`config.mk`:
```
export PLATFORM = sky130hd
export DESIGN_NAME = moving_average_filter_core
export DESIGN_NICKNAME = d
export VERILOG_FILES = /design/src/mvavg_pkg.sv /design/src/moving_average_filter_core.sv /design/src/mvavg_front.sv /design/src/mvavg_queue.sv /design/src/mvavg_divider.sv
export SDC_FILE = /design/constraint.sdc
export NUM_CORES = 2
export LEC_CHECK = 0
export BUFFER_PORTS_ARGS = -buffer_cell sky130_fd_sc_hd__buf_2
export CELL_PAD_IN_SITES_DETAIL_PLACEMENT = 1
export CELL_PAD_IN_SITES_GLOBAL_PLACEMENT = 2
export CORE_UTILIZATION = 25
export DETAILED_ROUTE_END_ITERATION = 12
export PLACE_DENSITY_LB_ADDON = 0.1
export SYNTH_ARGS = -nofsm -noshare
export SYNTH_HDL_FRONTEND = slang
export SYNTH_HIERARCHICAL = 1
export SYNTH_SLANG_ARGS = --single-unit
```
`constraint.sdc`:
```
create_clock -name clk_i -period 6.3 [get_ports clk_i]
set_clock_uncertainty 0.2 [all_clocks]
set_input_delay 1.26 -clock clk_i [delete_from_list [all_inputs] [get_ports clk_i]]
set_output_delay 1.26 -clock clk_i [all_outputs]
set_load 0.005 [all_outputs]
```
`src/mvavg_pkg.sv`:
```
`timescale 1ns / 1ps
// Shared types and fixed constants for the boxcar moving-average filter.
// No dependencies; imported by every module of the block.
package mvavg_pkg;

  localparam int SAMPLE_W  = 16;  // input sample width
  localparam int AVG_W     = 16;  // output average width
  localparam int CFG_W     = 8;   // window_length register width
  localparam int CFG_RESET = 10;  // window_length after reset

  typedef enum logic [1:0] {
    FR_IDLE,
    FR_UPDATE,
    FR_PUSH
  } front_state_e;

  typedef enum logic [1:0] {
    DV_IDLE,
    DV_RUN,
    DV_HOLD
  } div_state_e;

endpackage

```
`src/moving_average_filter_core.sv`:
```
`timescale 1ns / 1ps
// Boxcar moving-average filter, top level.
// Depends on mvavg_pkg, mvavg_front, mvavg_queue and mvavg_divider.
//
//   port group     | dir | tdata bits (low to high)
//   ---------------+-----+--------------------------
//   s_axis_*       | in  | [15:0] sample
//   m_axis_*       | out | [15:0] average
//   cfg_we_i/wdata | in  | [7:0]  window_length, write clears the window
//
// The front end takes one beat at a time and stays busy until its total is
// pushed; the serial divider is slower still and sets the sustained rate.
// Reset (and any window_length write) clears total and position at once;
// ring slots read as zero until the pointer first wraps, so no clearing pass.
// A two-entry queue lets the front end keep taking beats while m_axis stalls.
module moving_average_filter_core #(
  parameter int MAX_TAPS = 128
) (
  input  logic                           clk_i,
  input  logic                           rst_ni,
  input  logic                           cfg_we_i,
  input  logic [mvavg_pkg::CFG_W-1:0]    cfg_wdata_i,
  input  logic                           s_axis_tvalid,
  output logic                           s_axis_tready,
  input  logic [mvavg_pkg::SAMPLE_W-1:0] s_axis_tdata,   // [15:0] sample
  output logic                           m_axis_tvalid,
  input  logic                           m_axis_tready,
  output logic [mvavg_pkg::AVG_W-1:0]    m_axis_tdata    // [15:0] average
);
  import mvavg_pkg::*;

  localparam int LEN_W = $clog2(MAX_TAPS + 1);
  localparam int TOT_W = SAMPLE_W + $clog2(MAX_TAPS);
  localparam int Q_W   = TOT_W + LEN_W;

  logic             push_valid, push_ready;
  logic [TOT_W-1:0] push_total;
  logic [LEN_W-1:0] push_len;
  logic             pop_valid, pop_ready;
  logic [Q_W-1:0]   pop_data;

  mvavg_front #(
    .MAX_TAPS(MAX_TAPS),
    .LEN_W   (LEN_W),
    .TOT_W   (TOT_W)
  ) u_front (
    .clk_i       (clk_i),
    .rst_ni      (rst_ni),
    .cfg_we_i    (cfg_we_i),
    .cfg_wdata_i (cfg_wdata_i),
    .s_valid_i   (s_axis_tvalid),
    .s_ready_o   (s_axis_tready),
    .s_sample_i  (s_axis_tdata),
    .push_valid_o(push_valid),
    .push_ready_i(push_ready),
    .push_total_o(push_total),
    .push_len_o  (push_len)
  );

  mvavg_queue #(
    .WIDTH(Q_W)
  ) u_queue (
    .clk_i       (clk_i),
    .rst_ni      (rst_ni),
    .push_valid_i(push_valid),
    .push_ready_o(push_ready),
    .push_data_i ({push_len, push_total}),
    .pop_valid_o (pop_valid),
    .pop_ready_i (pop_ready),
    .pop_data_o  (pop_data)
  );

  mvavg_divider #(
    .LEN_W(LEN_W),
    .TOT_W(TOT_W)
  ) u_divider (
    .clk_i      (clk_i),
    .rst_ni     (rst_ni),
    .in_valid_i (pop_valid),
    .in_ready_o (pop_ready),
    .in_total_i (pop_data[TOT_W-1:0]),
    .in_len_i   (pop_data[Q_W-1:TOT_W]),
    .m_valid_o  (m_axis_tvalid),
    .m_ready_i  (m_axis_tready),
    .m_average_o(m_axis_tdata)
  );

  // front end handles one sample at a time
  a_front_one_at_a_time: assert property (@(posedge clk_i) disable iff (!rst_ni)
    s_axis_tvalid && s_axis_tready |=> !s_axis_tready)
    else $error("front end took a beat while still busy");

  // a pushed total leaves the front end idle-bound, never pushed twice
  a_single_push: assert property (@(posedge clk_i) disable iff (!rst_ni)
    push_valid && push_ready |=> !push_valid)
    else $error("front end pushed the same total twice");

  // divider is busy right after taking a queue entry
  a_divider_busy: assert property (@(posedge clk_i) disable iff (!rst_ni)
    pop_valid && pop_ready |=> !pop_ready)
    else $error("divider accepted a second entry while running");

endmodule

```
`src/mvavg_front.sv`:
```
`timescale 1ns / 1ps
// Front end: takes sample beats, swaps them into the sample ring and keeps the
// running total. Depends on mvavg_pkg.
module mvavg_front #(
  parameter int MAX_TAPS = 128,
  parameter int LEN_W    = 8,
  parameter int TOT_W    = 23
) (
  input  logic                          clk_i,
  input  logic                          rst_ni,
  input  logic                          cfg_we_i,
  input  logic [mvavg_pkg::CFG_W-1:0]   cfg_wdata_i,
  input  logic                          s_valid_i,
  output logic                          s_ready_o,
  input  logic [mvavg_pkg::SAMPLE_W-1:0] s_sample_i,
  output logic                          push_valid_o,
  input  logic                          push_ready_i,
  output logic [TOT_W-1:0]              push_total_o,
  output logic [LEN_W-1:0]              push_len_o
);
  import mvavg_pkg::*;

  localparam int PTR_W = $clog2(MAX_TAPS);
  localparam int LEN_RST_INT = (CFG_RESET > MAX_TAPS) ? MAX_TAPS : CFG_RESET;
  localparam logic [LEN_W-1:0] LEN_RST = LEN_W'(LEN_RST_INT);
  localparam logic [LEN_W-1:0] LEN_MAX = LEN_W'(MAX_TAPS);
  localparam logic [LEN_W-1:0] LEN_ONE = LEN_W'(1);

  front_state_e state_q, state_d;

  logic [SAMPLE_W-1:0] ring [MAX_TAPS];
  logic [SAMPLE_W-1:0] rd_data_q;
  logic [SAMPLE_W-1:0] sample_q;
  logic [SAMPLE_W-1:0] stale;
  logic [TOT_W-1:0]    total_q, total_d;
  logic [PTR_W-1:0]    pos_q, pos_d;
  logic [LEN_W-1:0]    pos_inc;
  logic [LEN_W-1:0]    len_q, len_cfg;
  logic                wrapped_q, wrapped_d;
  logic                ring_re, ring_we;
  logic                s_fire;

  assign s_fire = s_valid_i && s_ready_o;

  // zero means one, anything past the ring depth saturates
  always_comb begin
    if (cfg_wdata_i == '0) begin
      len_cfg = LEN_ONE;
    end else if (int'(cfg_wdata_i) > MAX_TAPS) begin
      len_cfg = LEN_MAX;
    end else begin
      len_cfg = LEN_W'(cfg_wdata_i);
    end
  end

  // Writes go in order from slot 0, so the slot under the pointer holds a
  // real sample only once the pointer has wrapped since the last clear.
  assign stale   = wrapped_q ? rd_data_q : '0;
  assign pos_inc = LEN_W'(pos_q) + LEN_ONE;

  always_comb begin
    state_d = state_q;
    case (state_q)
      FR_IDLE:   if (s_fire) state_d = FR_UPDATE;
      FR_UPDATE: state_d = FR_PUSH;
      FR_PUSH:   if (push_ready_i) state_d = FR_IDLE;
      default:   state_d = FR_IDLE;
    endcase
  end

  always_comb begin
    s_ready_o    = 1'b0;
    push_valid_o = 1'b0;
    ring_re      = 1'b0;
    ring_we      = 1'b0;
    case (state_q)
      FR_IDLE: begin
        s_ready_o = 1'b1;
        ring_re   = s_valid_i;
      end
      FR_UPDATE: ring_we = 1'b1;
      FR_PUSH:   push_valid_o = 1'b1;
      default: begin
        s_ready_o = 1'b0;
      end
    endcase
  end

  always_comb begin
    total_d   = total_q;
    pos_d     = pos_q;
    wrapped_d = wrapped_q;
    if (ring_we) begin
      total_d = total_q - TOT_W'(stale) + TOT_W'(sample_q);
      if (pos_inc >= len_q) begin
        pos_d     = '0;
        wrapped_d = 1'b1;
      end else begin
        pos_d = PTR_W'(pos_inc);
      end
    end
  end

  always_ff @(posedge clk_i or negedge rst_ni) begin
    if (!rst_ni) begin
      state_q   <= FR_IDLE;
      total_q   <= '0;
      pos_q     <= '0;
      wrapped_q <= 1'b0;
      len_q     <= LEN_RST;
    end else begin
      state_q <= state_d;
      if (cfg_we_i) begin
        total_q   <= '0;
        pos_q     <= '0;
        wrapped_q <= 1'b0;
        len_q     <= len_cfg;
      end else begin
        total_q   <= total_d;
        pos_q     <= pos_d;
        wrapped_q <= wrapped_d;
      end
    end
  end

  always_ff @(posedge clk_i) begin
    if (s_fire) begin
      sample_q <= s_sample_i;
    end
  end

  always_ff @(posedge clk_i) begin
    if (ring_we) begin
      ring[pos_q] <= sample_q;
    end
    if (ring_re) begin
      rd_data_q <= ring[pos_q];
    end
  end

  assign push_total_o = total_q;
  assign push_len_o   = len_q;

endmodule

```
`src/mvavg_queue.sv`:
```
`timescale 1ns / 1ps
// Two-entry queue that decouples the front end from the divider.
// Depends on mvavg_pkg only by convention; carries an opaque word.
module mvavg_queue #(
  parameter int WIDTH = 31
) (
  input  logic             clk_i,
  input  logic             rst_ni,
  input  logic             push_valid_i,
  output logic             push_ready_o,
  input  logic [WIDTH-1:0] push_data_i,
  output logic             pop_valid_o,
  input  logic             pop_ready_i,
  output logic [WIDTH-1:0] pop_data_o
);
  import mvavg_pkg::*;

  logic [WIDTH-1:0] slot_q [2];
  logic             wr_ptr_q, rd_ptr_q;
  logic [1:0]       count_q, count_d;
  logic             push, pop;

  assign push_ready_o = (count_q != 2'd2);
  assign pop_valid_o  = (count_q != 2'd0);
  assign push         = push_valid_i && push_ready_o;
  assign pop          = pop_valid_o && pop_ready_i;
  assign pop_data_o   = slot_q[rd_ptr_q];

  always_comb begin
    count_d = count_q;
    if (push && !pop) begin
      count_d = count_q + 2'd1;
    end else if (pop && !push) begin
      count_d = count_q - 2'd1;
    end
  end

  always_ff @(posedge clk_i or negedge rst_ni) begin
    if (!rst_ni) begin
      wr_ptr_q <= 1'b0;
      rd_ptr_q <= 1'b0;
      count_q  <= 2'd0;
    end else begin
      count_q <= count_d;
      if (push) wr_ptr_q <= ~wr_ptr_q;
      if (pop)  rd_ptr_q <= ~rd_ptr_q;
    end
  end

  always_ff @(posedge clk_i) begin
    if (push) begin
      slot_q[wr_ptr_q] <= push_data_i;
    end
  end

endmodule

```
`src/mvavg_divider.sv`:
```
`timescale 1ns / 1ps
// Back end: restoring divider, one quotient bit per cycle, plus the output
// register that holds a finished average. Depends on mvavg_pkg.
module mvavg_divider #(
  parameter int LEN_W = 8,
  parameter int TOT_W = 23
) (
  input  logic                      clk_i,
  input  logic                      rst_ni,
  input  logic                      in_valid_i,
  output logic                      in_ready_o,
  input  logic [TOT_W-1:0]          in_total_i,
  input  logic [LEN_W-1:0]          in_len_i,
  output logic                      m_valid_o,
  input  logic                      m_ready_i,
  output logic [mvavg_pkg::AVG_W-1:0] m_average_o
);
  import mvavg_pkg::*;

  localparam int CNT_W = $clog2(TOT_W);
  localparam logic [CNT_W-1:0] CNT_LAST = CNT_W'(TOT_W - 1);

  div_state_e state_q, state_d;

  logic [TOT_W-1:0] quo_q;
  logic [LEN_W-1:0] rem_q;
  logic [LEN_W-1:0] div_q;
  logic [CNT_W-1:0] cnt_q;
  logic [LEN_W:0]   trial;
  logic             fits;
  logic             load_in, step, load_out;
  logic             out_valid_q;
  logic [AVG_W-1:0] out_q;

  // remainder stays below the divisor, so the trial needs one extra bit
  assign trial = {rem_q, quo_q[TOT_W-1]};
  assign fits  = (trial >= {1'b0, div_q});

  always_comb begin
    state_d = state_q;
    case (state_q)
      DV_IDLE: if (in_valid_i) state_d = DV_RUN;
      DV_RUN:  if (cnt_q == '0) state_d = DV_HOLD;
      DV_HOLD: if (!out_valid_q || m_ready_i) state_d = DV_IDLE;
      default: state_d = DV_IDLE;
    endcase
  end

  always_comb begin
    in_ready_o = 1'b0;
    load_in    = 1'b0;
    step       = 1'b0;
    load_out   = 1'b0;
    case (state_q)
      DV_IDLE: begin
        in_ready_o = 1'b1;
        load_in    = in_valid_i;
      end
      DV_RUN:  step     = 1'b1;
      DV_HOLD: load_out = !out_valid_q || m_ready_i;
      default: begin
        in_ready_o = 1'b0;
      end
    endcase
  end

  always_ff @(posedge clk_i or negedge rst_ni) begin
    if (!rst_ni) begin
      state_q     <= DV_IDLE;
      out_valid_q <= 1'b0;
    end else begin
      state_q <= state_d;
      if (load_out) begin
        out_valid_q <= 1'b1;
      end else if (m_ready_i) begin
        out_valid_q <= 1'b0;
      end
    end
  end

  always_ff @(posedge clk_i) begin
    if (load_in) begin
      quo_q <= in_total_i;
      rem_q <= '0;
      div_q <= in_len_i;
      cnt_q <= CNT_LAST;
    end else if (step) begin
      quo_q <= {quo_q[TOT_W-2:0], fits};
      rem_q <= fits ? LEN_W'(trial - {1'b0, div_q}) : LEN_W'(trial);
      cnt_q <= cnt_q - CNT_W'(1);
    end
    if (load_out) begin
      out_q <= quo_q[AVG_W-1:0];
    end
  end

  assign m_valid_o   = out_valid_q;
  assign m_average_o = out_q;

endmodule
```
==> impl_results.md <==
- Hpwl dp: 221000 µm
- Required time of the critical path: 6.72 ns
- Run status: finished clean
- Syn avg cell area: 17.1 µm²
- Pins Over Slew Limit: 0
- Clk sinks: 2250
- Antenna violations before repair: 25
- First-pass GRT wire length: 497000 µm
- CP Capture Type: flop
- Routed Wire Length: 368000 µm
- Placed cell areas: 97300 µm²
- Post-synth top flop: edfxtp_1
- Worst setup margin: 0.923 ns
- Overall die area: 361000 µm²
- Pre-antenna DRT Iters: 5
- Die Ht: 601 µm
- Placed cells: 10027
- Final #Nets: 5649
- Leading cell type in the layout, fill and taps excluded: edfxtp_1
- Synth Instances: 5259
- GRT overflow: 0
- DR iter-0 viols: 4753
- Avg Vias per Cell: 4.93
- Yosys Warn Count: 6
- Final Cycle Share: 0.854
- F_max: 0.186 GHz
- Final hold vios: 0
- Worst setup SP type: flop
- Layout cells sized above 1: 0.217
- Area growth from synthesis to final layout: 17.9%
- Final Util: 0.297
- CTS tree: done
- Leakage: 33.0 nW
- Power per cell area: 390 nW/µm²
- Setup TNS: 0 ns
- Worst-case clock buffer depth: 4
- Initial Utilization: 0.252
- Slew headroom: 0.0127
- Count of distinct cell types in the synthesized netlist: 84
- Gpl congestion: 0.782
- Final setup fails: 0
- RSZ-0062 raised after global routing: false
- # resized after CTS: 0
- Setup Buffers After CTS: 0
- CP Class: reg -> reg
- Total track usage: 0.199
- Clock transition at path regs: 0.06 ns
- Commonest non-fill, non-tap cells in the layout: edfxtp_1, nand2_1, clkbuf_16
- Final ANT Viol Nets: 0
- Peak VDD IR: 0.198 mV
- Post-synthesis sequential area ratio: 0.749
- Worst-margin pin slew: 1.48 ns
- Final critical-path required period: 5.38 ns
- Hold_buf cts: 0
- Vias in the first global route: 53805
- Layout Cells excl Fill: 10531
- Number of top-level pins: 47
- Number of buffers added on ports: 46
- Die X: 601 µm
- CTS buffer count: 282
- Hold Path Class: reg -> reg
- Final Cell Area: 106000 µm²
- DP Worst Slack: 0.894 ns
- Number of flops mapped to enable cells by yosys: 2189
- Mapped Nets: 5348
- Wire per inst: 34.9 µm
- Yosys reg bits: 2250
- Post-route DRC: 0
- Root Buffer: clkbuf_16
- Crit path max fanout: 51
- H-tree levels: 5
- # rows: 219
- Worst path arrival time: 5.80 ns
- MaxCap Viol Count: 0
- Synthesized area: 89700 µm²
- Worst skew pair latency: 0.92 ns
- FFs w/ async S/R, synth: 0.0213
- Vias: 51913
- Largest net degree at the start of global routing: 129
- Core Region: 356000 µm²
area by class of cell:
type | instances | area (µm²)
Antenna cell | 11 | 27.5
Clock buffer | 391 | 7640
Clock inverter | 102 | 856
Fill cell | 36593 | 251000
Inverter | 101 | 397
Multi-Input combinational cell | 2566 | 20700
Sequential cell | 2250 | 67200
Tap cell | 4751 | 5940
Timing Repair Buffer | 359 | 3020
metrics by stage:
| stage | power, mW | hold slack (ns) |
|---|---|---|
| floorplan | 22.5 | 0.226 |
| global placement | 26.4 | 0.245 |
| detailed placement | 26.4 | 0.235 |
| CTS | 42.0 | 0.241 |
| global route | 42.8 | 0.263 |
| finish | 41.3 | 0.246 |
routing by layer:
metal,vias to the layer above,share of wire,GRT usage
met5,-,0.000071,0
met4,4,0.024,0.0455
met3,407,0.041,0.0244
met2,1245,0.47,0.325
met1,28554,0.47,0.281
li1,21703,-,-
Yosys cell counts (13+ instances only):
cell type     n  area, µm²
mux2_2      195       2200
buf_2       128        641
mux2_4       30        450
a21o_1       19        143
o21ai_0     152        761
xor2_1       14        123
nand2b_1     20        125
a31oi_1      19        119
a21oi_1     224       1120
nor2_1      337       1260
fa_1         17        340
a211oi_1     22        165
mux4_2      127       2860
buf_1        24       90.1
mux2i_1     207       2070
ha_1         43        538
dfrtp_1      46       1150
buf_4        71        533
a221o_1      33        330
nor3_1       21        105
o22a_1       21        184
inv_1        98        368
o211ai_1     19        143
nand2_1     300       1130
a22oi_1      92        691
a221oi_1    276       2420
a22o_1       35        307
o221ai_1     35        307
nand3_1      44        220
dfxtp_1      13        260
clkbuf_1     90        338
xnor2_1      21        184
and2_1       23        144
edfxtp_1   2189      65700
o22ai_1      74        463
nor2b_1      21        131
buf_6        24        270
worst max-delay path: stages (launching register included):
cell and delay (ns):
dfrtp_4 1.03, buf_12 0.40, buf_4 0.42, nor2_1 0.10, a21oi_1 0.17, o22ai_1 0.11
o311ai_0 1.14, o31ai_1 0.20, a21oi_1 0.95, a211oi_1 0.19
worst paths after layout:
kind,startpoint,end,slack (ns),cells past startpoint
hold / removal,u_divider/quo_q[4],u_divider/m_average_o[4],0.25,0
min in group asynchronous,rst_ni,u_front/state_q[0],0.34,2
setup / recovery,u_front/pos_q[1],u_front/rd_data_q[4],0.92,9
max in group asynchronous,rst_ni,u_front/pos_q[0],4.93,2
hold reg to reg,u_divider/quo_q[4],u_divider/m_average_o[4],0.25,0
setup reg to reg,u_front/pos_q[1],u_front/rd_data_q[4],0.92,9
logic make-up after synthesis:
logic type / count (synthesis) / share of synthesized area
DFF: 2250 / 0.749
adders and majority gates: 60 / 0.00979
AOI/OAI and AO/OA: 1102 / 0.0878
muxes: 566 / 0.0863
buffers and inverters: 443 / 0.0262
xor gates and xnor gates: 35 / 0.00342
and+or+nand+nor: 803 / 0.0376
state kept, by name (all words and copies together), names as in the netlist:
name and count:
u_divider/quo_q 23, u_divider/m_average_o 16, u_front/sample_q 16, u_queue/slot_q 62, u_divider/rem_q 8, u_queue/rd_ptr_q 1
u_front/push_len_o 8, u_front/wrapped_q 1, u_front/ring 2048, u_front/push_total_o 23, u_divider/cnt_q 5, u_divider/m_valid_o 1
u_front/state_q 2, u_divider/div_q 8, u_front/pos_q 7, u_divider/state_q 2, u_queue/wr_ptr_q 1, u_queue/count_q 2
u_front/rd_data_q 16
power by group:
part / switching [mW] / total (mW) / internal [mW]
combinational: 5.54 / 7.94 / 2.40
sequential: 0.464 / 18.0 / 17.5
clock: 6.57 / 15.4 / 8.79
(Power assumes the default switching activity.)
